===== config.mk =====
export PLATFORM = sky130hd
export DESIGN_NAME = rpr_ctrl
export DESIGN_NICKNAME = d
export VERILOG_FILES = /design/src/rtl/rpr_pkg.sv /design/src/rtl/rpr_ctrl.sv
export SDC_FILE = /design/constraint.sdc
export NUM_CORES = 1
export LEC_CHECK = 0
export BUFFER_PORTS_ARGS = -buffer_cell sky130_fd_sc_hd__buf_2
export CORE_MARGIN = 1
export CORE_UTILIZATION = 45
export CTS_BUF_LIST = sky130_fd_sc_hd__clkbuf_2 sky130_fd_sc_hd__clkbuf_4 sky130_fd_sc_hd__clkbuf_8
export CTS_CLUSTER_SIZE = 16
export DETAILED_ROUTE_END_ITERATION = 12
export GPL_TIMING_DRIVEN = 0
export PLACE_DENSITY = 0.64
export SLEW_MARGIN = 10
export SYNTH_ARGS = -nofsm -noshare
export SYNTH_HDL_FRONTEND = slang
export SYNTH_SLANG_ARGS = --single-unit

===== constraint.sdc =====
create_clock -name clk -period 9.54 [get_ports clk]
set_input_delay 0.954 -clock clk [delete_from_list [all_inputs] [get_ports clk]]
set_output_delay 0.954 -clock clk [all_outputs]
set_load 0.02 [all_outputs]

===== src/rtl/rpr_pkg.sv =====
// Shared types, constants and arithmetic helpers of the rational resampler.
package rpr_pkg;

    // Fixed field widths
    localparam int DATA_W     = 16;
    localparam int ACC_W      = 40;
    localparam int UP_W       = 6;
    localparam int DOWN_W     = 11;
    localparam int TAPS_W     = 9;
    localparam int PHASE_W    = 10;
    localparam int IDX_W      = 8;
    localparam int CFG_IDX_W  = 2;

    // Limits
    localparam int MAX_TAPS_DEF = 256;
    localparam int MAX_UP_DEF   = 32;
    localparam int MAX_DOWN     = 1024;

    // Configuration register indexes
    localparam logic [CFG_IDX_W-1:0] REG_UP_FACTOR   = 2'd0;
    localparam logic [CFG_IDX_W-1:0] REG_DOWN_FACTOR = 2'd1;
    localparam logic [CFG_IDX_W-1:0] REG_TAP_COUNT   = 2'd2;

    // Input item kinds (carried on tuser)
    localparam logic OP_PUSH = 1'b0;
    localparam logic OP_LOAD = 1'b1;

    // Controller to datapath commands
    typedef struct packed {
        logic hist_we;
        logic coef_we;
        logic issue;
        logic zero;
        logic acc_clear;
        logic out_load;
        logic last;
    } cmd_t;

    // Datapath to controller status
    typedef struct packed {
        logic out_taken;
    } status_t;

    // Round half up from Q10.30 sum to Q1.15 and saturate
    function automatic logic signed [DATA_W-1:0] round_sat(input logic signed [ACC_W-1:0] acc);
        logic signed [ACC_W:0]    biased;
        logic signed [ACC_W-15:0] q;
        logic signed [ACC_W-15:0] qmax;
        logic signed [ACC_W-15:0] qmin;
        biased = $signed({acc[ACC_W-1], acc}) + $signed((ACC_W+1)'(16384));
        q      = biased[ACC_W:15];
        qmax   = (ACC_W-14)'(2**(DATA_W-1) - 1);
        qmin   = -(ACC_W-14)'(2**(DATA_W-1));
        if (q > qmax)
            return qmax[DATA_W-1:0];
        else if (q < qmin)
            return qmin[DATA_W-1:0];
        else
            return q[DATA_W-1:0];
    endfunction

endpackage


===== src/rtl/rpr_ctrl.sv =====
// Controller: configuration registers, phase and tap sequencing.
module rpr_ctrl #(
    parameter int MAX_TAPS = rpr_pkg::MAX_TAPS_DEF,
    parameter int MAX_UP   = rpr_pkg::MAX_UP_DEF
) (
    input  logic                              clk,
    input  logic                              rst_n,
    input  logic                              cfg_we,
    input  logic [rpr_pkg::CFG_IDX_W-1:0]     cfg_index,
    input  logic [rpr_pkg::DOWN_W-1:0]        cfg_wdata,
    input  logic                              s_tvalid,
    input  logic                              s_tuser,
    input  logic [rpr_pkg::IDX_W-1:0]         coef_index,
    output logic                              s_tready,
    input  rpr_pkg::status_t                  status,
    output rpr_pkg::cmd_t                     cmd,
    output logic [$clog2(MAX_TAPS)-1:0]       hist_waddr,
    output logic [$clog2(MAX_TAPS)-1:0]       hist_raddr,
    output logic [$clog2(MAX_TAPS)-1:0]       coef_raddr
);

    localparam int AW = $clog2(MAX_TAPS);
    localparam int CW = AW + 1;
    localparam int MW = $clog2(MAX_TAPS + MAX_UP) + 1;

    typedef enum logic [2:0] {
        S_IDLE, S_PHASE, S_CALC, S_DRAIN, S_FINISH, S_EMIT
    } state_t;

    state_t                          state_reg, state_next;
    logic [rpr_pkg::UP_W-1:0]        up_reg;
    logic [rpr_pkg::DOWN_W-1:0]      down_reg;
    logic [rpr_pkg::TAPS_W-1:0]      taps_reg;
    logic [AW-1:0]                   head_reg, head_next;
    logic [CW-1:0]                   fill_reg, fill_next;
    logic [rpr_pkg::PHASE_W-1:0]     phase_reg, phase_next;
    logic [rpr_pkg::UP_W-1:0]        p_reg, p_next;
    logic [MW-1:0]                   m_reg, m_next;
    logic [AW-1:0]                   k_reg, k_next;

    logic [rpr_pkg::UP_W-1:0]        u_eff;
    logic [rpr_pkg::DOWN_W-1:0]      d_eff;
    logic [CW-1:0]                   t_eff;
    logic [rpr_pkg::PHASE_W-1:0]     phase_adv;
    logic                            last_pos;
    logic [rpr_pkg::DOWN_W-1:0]      remaining;

    // Effective factors after clamping
    always_comb
    begin
        if (up_reg == '0)
            u_eff = rpr_pkg::UP_W'(1);
        else if (32'(up_reg) > MAX_UP)
            u_eff = rpr_pkg::UP_W'(MAX_UP);
        else
            u_eff = up_reg;
        if (down_reg == '0)
            d_eff = rpr_pkg::DOWN_W'(1);
        else if (32'(down_reg) > rpr_pkg::MAX_DOWN)
            d_eff = rpr_pkg::DOWN_W'(rpr_pkg::MAX_DOWN);
        else
            d_eff = down_reg;
        if (32'(taps_reg) > MAX_TAPS)
            t_eff = CW'(MAX_TAPS);
        else
            t_eff = CW'(taps_reg);
    end

    // Decimation phase step, last position and last-output test
    assign phase_adv = ((rpr_pkg::DOWN_W'(phase_reg) + rpr_pkg::DOWN_W'(1)) >= d_eff)
                       ? '0 : phase_reg + rpr_pkg::PHASE_W'(1);
    assign last_pos  = (p_reg == u_eff - rpr_pkg::UP_W'(1));
    assign remaining = rpr_pkg::DOWN_W'(u_eff) - rpr_pkg::DOWN_W'(1) - rpr_pkg::DOWN_W'(p_reg);

    assign hist_waddr = head_reg + AW'(1);
    assign hist_raddr = head_reg - k_reg;
    assign coef_raddr = m_reg[AW-1:0];

    // Next state and commands
    always_comb
    begin
        state_next = state_reg;
        head_next  = head_reg;
        fill_next  = fill_reg;
        phase_next = phase_reg;
        p_next     = p_reg;
        m_next     = m_reg;
        k_next     = k_reg;
        cmd        = '0;
        s_tready   = 1'b0;
        unique case (state_reg)
            S_IDLE:
            begin
                s_tready = 1'b1;
                if (s_tvalid)
                begin
                    if (s_tuser == rpr_pkg::OP_LOAD)
                    begin
                        cmd.coef_we = (32'(coef_index) < MAX_TAPS);
                    end
                    else
                    begin
                        cmd.hist_we = 1'b1;
                        head_next   = head_reg + AW'(1);
                        if (32'(fill_reg) < MAX_TAPS)
                            fill_next = fill_reg + CW'(1);
                        p_next     = '0;
                        state_next = S_PHASE;
                    end
                end
            end
            S_PHASE:
            begin
                if (phase_reg == '0)
                begin
                    cmd.acc_clear = 1'b1;
                    m_next        = MW'(p_reg);
                    k_next        = '0;
                    state_next    = S_CALC;
                end
                else
                begin
                    phase_next = phase_adv;
                    p_next     = p_reg + rpr_pkg::UP_W'(1);
                    if (last_pos)
                        state_next = S_IDLE;
                end
            end
            S_CALC:
            begin
                if (m_reg < MW'(t_eff))
                begin
                    cmd.issue = 1'b1;
                    cmd.zero  = (CW'(k_reg) >= fill_reg);
                    m_next    = m_reg + MW'(u_eff);
                    k_next    = k_reg + AW'(1);
                end
                else
                begin
                    state_next = S_DRAIN;
                end
            end
            S_DRAIN:
            begin
                state_next = S_FINISH;
            end
            S_FINISH:
            begin
                cmd.out_load = 1'b1;
                cmd.last     = (d_eff > remaining);
                state_next   = S_EMIT;
            end
            S_EMIT:
            begin
                if (status.out_taken)
                begin
                    phase_next = phase_adv;
                    p_next     = p_reg + rpr_pkg::UP_W'(1);
                    state_next = last_pos ? S_IDLE : S_PHASE;
                end
            end
            default:
            begin
                state_next = S_IDLE;
            end
        endcase
    end

    // State, counters and configuration registers
    always_ff @(posedge clk or negedge rst_n)
    begin
        if (!rst_n)
        begin
            state_reg <= S_IDLE;
            up_reg    <= rpr_pkg::UP_W'(1);
            down_reg  <= rpr_pkg::DOWN_W'(1);
            taps_reg  <= rpr_pkg::TAPS_W'(1);
            head_reg  <= '0;
            fill_reg  <= '0;
            phase_reg <= '0;
            p_reg     <= '0;
            m_reg     <= '0;
            k_reg     <= '0;
        end
        else
        begin
            state_reg <= state_next;
            head_reg  <= head_next;
            fill_reg  <= fill_next;
            phase_reg <= phase_next;
            p_reg     <= p_next;
            m_reg     <= m_next;
            k_reg     <= k_next;
            if (cfg_we)
            begin
                priority if (cfg_index == rpr_pkg::REG_UP_FACTOR)
                    up_reg <= cfg_wdata[rpr_pkg::UP_W-1:0];
                else if (cfg_index == rpr_pkg::REG_DOWN_FACTOR)
                    down_reg <= cfg_wdata;
                else if (cfg_index == rpr_pkg::REG_TAP_COUNT)
                    taps_reg <= cfg_wdata[rpr_pkg::TAPS_W-1:0];
                else
                    up_reg <= up_reg;
            end
        end
    end

endmodule


==> impl_metrics.json <==
{
  "powerDensity_nw_per_um2": 284,
  "path_clk_slew_ps": 90,
  "gp_congestion": 0.845,
  "pwr-share-seq": 0.281,
  "fin_tns_setup_ps": 0,
  "cts-root-buf": "clkbuf_8",
  "r2r_slack_ps": 6220,
  "grt_pass1_vias": 4463,
  "final_core_util": 0.527,
  "cts-buffers-inserted": 9,
  "dp_hpwl_um": 10100,
  "p_leak_nw": 3.09,
  "min_period_over_period": 0.601,
  "largest_reg_flops": 11,
  "synthFlopType": "dfrtp_1",
  "post-route-min-period_ps": 5740,
  "fillerInstances": 1156,
  "start_util": 0.470,
  "syn_to_final_growth_pct": 12.2,
  "cts_buffer_depth": 2,
  "coreArea_um2": 12200,
  "maxCapViolCount": 0,
  "wl_per_cell_um": 15.0,
  "cts-htree-levels": 3,
  "r2r-start": "phase_reg[0]",
  "r2r-end": "phase_reg[0]",
  "p_int_mw": 1.00,
  "critical_path.max_fanout": 4,
  "cp.arrival_ps": 4780,
  "worst_pin_slew_ps": 910,
  "synth-async-reset-ratio": 1.00,
  "cts.sinks": 80,
  "reg2regPathDepth": 13,
  "cts_setup_buffers": 0,
  "crit_end": "cmd[0]",
  "wirelength_um": 12800,
  "seqCellArea_um2": 2010,
  "finClkSkew_ps": 15.0,
  "max_freq_mhz": 174,
  "relSlewSlack": 0.392,
  "drt-pass1-iter-count": 6,
  "hold_class": "reg2reg",
  "synthesis.nets": 709,
  "yosysWarnings": 0,
  "die_w_um": 115,
  "cts_tree": "done",
  "finalHoldViolCount": 0,
  "synth.distinct_cells": 61,
  "die_y_um": 115,
  "power.share.clock": 0.154,
  "place_area_um2": 6220,
  "required_ps": 8590,
  "grtUsageTotal": 0.211,
  "num_io_pins": 59,
  "grt-ovfl-total": 0,
  "ant_nets": 0,
  "antenna_found_initial": 0,
  "seq_area_frac_synth": 0.350,
  "multi_input_area_um2": 3390,
  "cts_resized": 0,
  "startpoint_type": "flop",
  "pre_cts_slack_ps": 4320,
  "nNetsFinal": 771,
  "p_sw_frac": 0.450,
  "slew_viol_final": 0,
  "design_area_um2": 6440,
  "clk_latency_ps": 380,
  "drive_above_1_share": 0.186,
  "outcome": "completed",
  "grt_pass1_wl_um": 21500,
  "ir_drop_mv": 0.171,
  "synth.avg_cell_area_um2": 9.31,
  "num_vias": 4528,
  "dieArea_um2": 13200,
  "setup.worst_path.end_class": "output port",
  "synth_edf_count": 0,
  "via_per_inst": 5.32,
  "antennaDiodeCount": 0,
  "drt_iter0_markers": 226,
  "path_class": "reg2out",
  "worst_slack_ps": 3800,
  "power_mw": 1.83,
  "setup-violations-final": 0,
  "holdBufCountCts": 0,
  "rows": 40,
  "p_comb_frac": 0.565,
  "rsz0062_at_grt": "false",
  "ys_seq_elements": 80,
  "drcViolationCount": 0,
  "netlist_area_um2": 5740,
  "startpoint": "up_reg[2]",
  "io_buffer_count": 50,
  "synth_cells": 616,
  "power.switching_uw": 822,
  "grt_start_max_net_pins": 44
}
==> worst min-delay path by stage <==
stage	startpoint	endpoint	slack, ps	depth (start not counted)
finish	fill_reg[6]	fill_reg[6]	490	1
global route	fill_reg[4]	fill_reg[4]	500	1
CTS	fill_reg[6]	fill_reg[6]	500	1
detailed placement	fill_reg[4]	fill_reg[4]	480	1
global placement	fill_reg[4]	fill_reg[4]	470	1
floorplan	fill_reg[4]	fill_reg[4]	450	1
==> cell type report <==
cell class,instances,area share
Tap cell,168,0.0327
Buffer,22,0.0198
Multi-Input combinational cell,458,0.527
Clock inverter,6,0.0130
Timing Repair Buffer,51,0.0424
Inverter,56,0.0327
Clock buffer,10,0.0204
Sequential cell,80,0.312
==> cells in the mapped netlist, drive strengths merged (2+ instances only) <==
master  count  share of area
nand2b     15          0.016
dfstp       3          0.014
and3       11          0.012
nor4        7         0.0087
inv        54          0.035
dfrtp      77           0.34
xnor2      45          0.069
mux2i       2         0.0035
o31ai       4         0.0052
ha         63           0.14
clkinv      2         0.0013
o22ai       2         0.0022
o211a       2         0.0035
nor3b       2         0.0026
mux2       27          0.053
a211oi      7          0.012
a21o        9          0.012
xor2       11          0.017
nand4       9         0.0098
fa          3          0.010
o21ai      32          0.028
a22o        3         0.0046
clkbuf      9         0.0059
nor2       41          0.028
nand3b      4         0.0052
nor2b      12          0.013
nor3       10         0.0087
buf        13          0.016
o21a        4         0.0052
or2         4         0.0044
nand3      19          0.017
a21oi      25          0.022
o211ai      5         0.0089
a31oi       3         0.0033
or3         5         0.0055
nand2      55          0.036
==> critical path: stages, from the launching register on <==
cell and delay, ps:
dfrtp_1 400, or3_1 410, nor2_1 110, nor2_1 50
nor2_1 270, inv_1 80, ha_1 340, inv_1 60
ha_1 300, nor2b_1 160, o31ai_1 460, nand2_1 120
a21oi_1 220, xor2_1 210, ha_1 200, nor3_1 60
o21ai_0 100, a31oi_1 130, o31a_1 280, a211oi_1 230
buf_2 200
==> metrics by stage <==
stage	instances	hold WS (ps)
floorplan	616	446
global placement	834	466
detailed placement	835	483
CTS	851	499
global route	851	503
finish	851	493
==> cells by family after synthesis <==
kind of cell | after synthesis | share of synthesized area
multiplexers | 29 | 0.0565
AND/OR/NAND/NOR | 198 | 0.174
AO/OA/AOI/OAI | 107 | 0.125
XOR/XNOR | 56 | 0.0855
buffers and inverters | 78 | 0.0589
other | 1 | 0.000654
adder cells (fa/ha/maj) | 67 | 0.150
flip-flops | 80 | 0.350
==> placed cells by master (no fill, tap or decap), drive strengths merged, types with 2 or more instances in the layout <==
master / Yosys / final
nand3b: 4 / 4
nand3: 19 / 19
or2: 4 / 4
nand2b: 15 / 15
a22o: 3 / 3
or3: 5 / 5
dfstp: 3 / 3
nand2: 55 / 55
o211ai: 5 / 5
o21ai: 32 / 32
a21oi: 25 / 25
bufinv: 0 / 2
fa: 3 / 3
nor3b: 2 / 2
nand4: 9 / 9
mux2: 27 / 27
clkbuf: 9 / 19
nor2b: 12 / 12
and3: 11 / 11
clkinv: 2 / 6
inv: 54 / 54
a21o: 9 / 9
xor2: 11 / 11
xnor2: 45 / 45
nor3: 10 / 10
a31oi: 3 / 3
o22ai: 2 / 2
ha: 63 / 63
mux2i: 2 / 2
o21a: 4 / 4
o31ai: 4 / 4
nor4: 7 / 7
nor2: 41 / 41
buf: 13 / 64
a211oi: 7 / 7
o211a: 2 / 2
dfrtp: 77 / 77
==> power by group through the flow <==
stage          clock network (mW)  registers, mW  logic, mW
2_1_floorplan                   0          0.487      0.782
3_3_place_gp                    0          0.516      0.985
3_5_place_dp                    0          0.521       1.03
4_1_cts                     0.291          0.515       1.03
5_1_grt                     0.303          0.526       1.16
6_report                    0.282          0.513       1.03
==> per-layer routing <==
metal | global-route usage | vias up | share of wire
met2 | 0.365 | 85 | 0.49
met5 | 0 | - | 0
li1 | - | 2253 | -
met1 | 0.261 | 2177 | 0.46
met4 | 0.0623 | 0 | 0.015
met3 | 0.0517 | 13 | 0.033
Note: power is estimated with default switching activity, not from simulation.
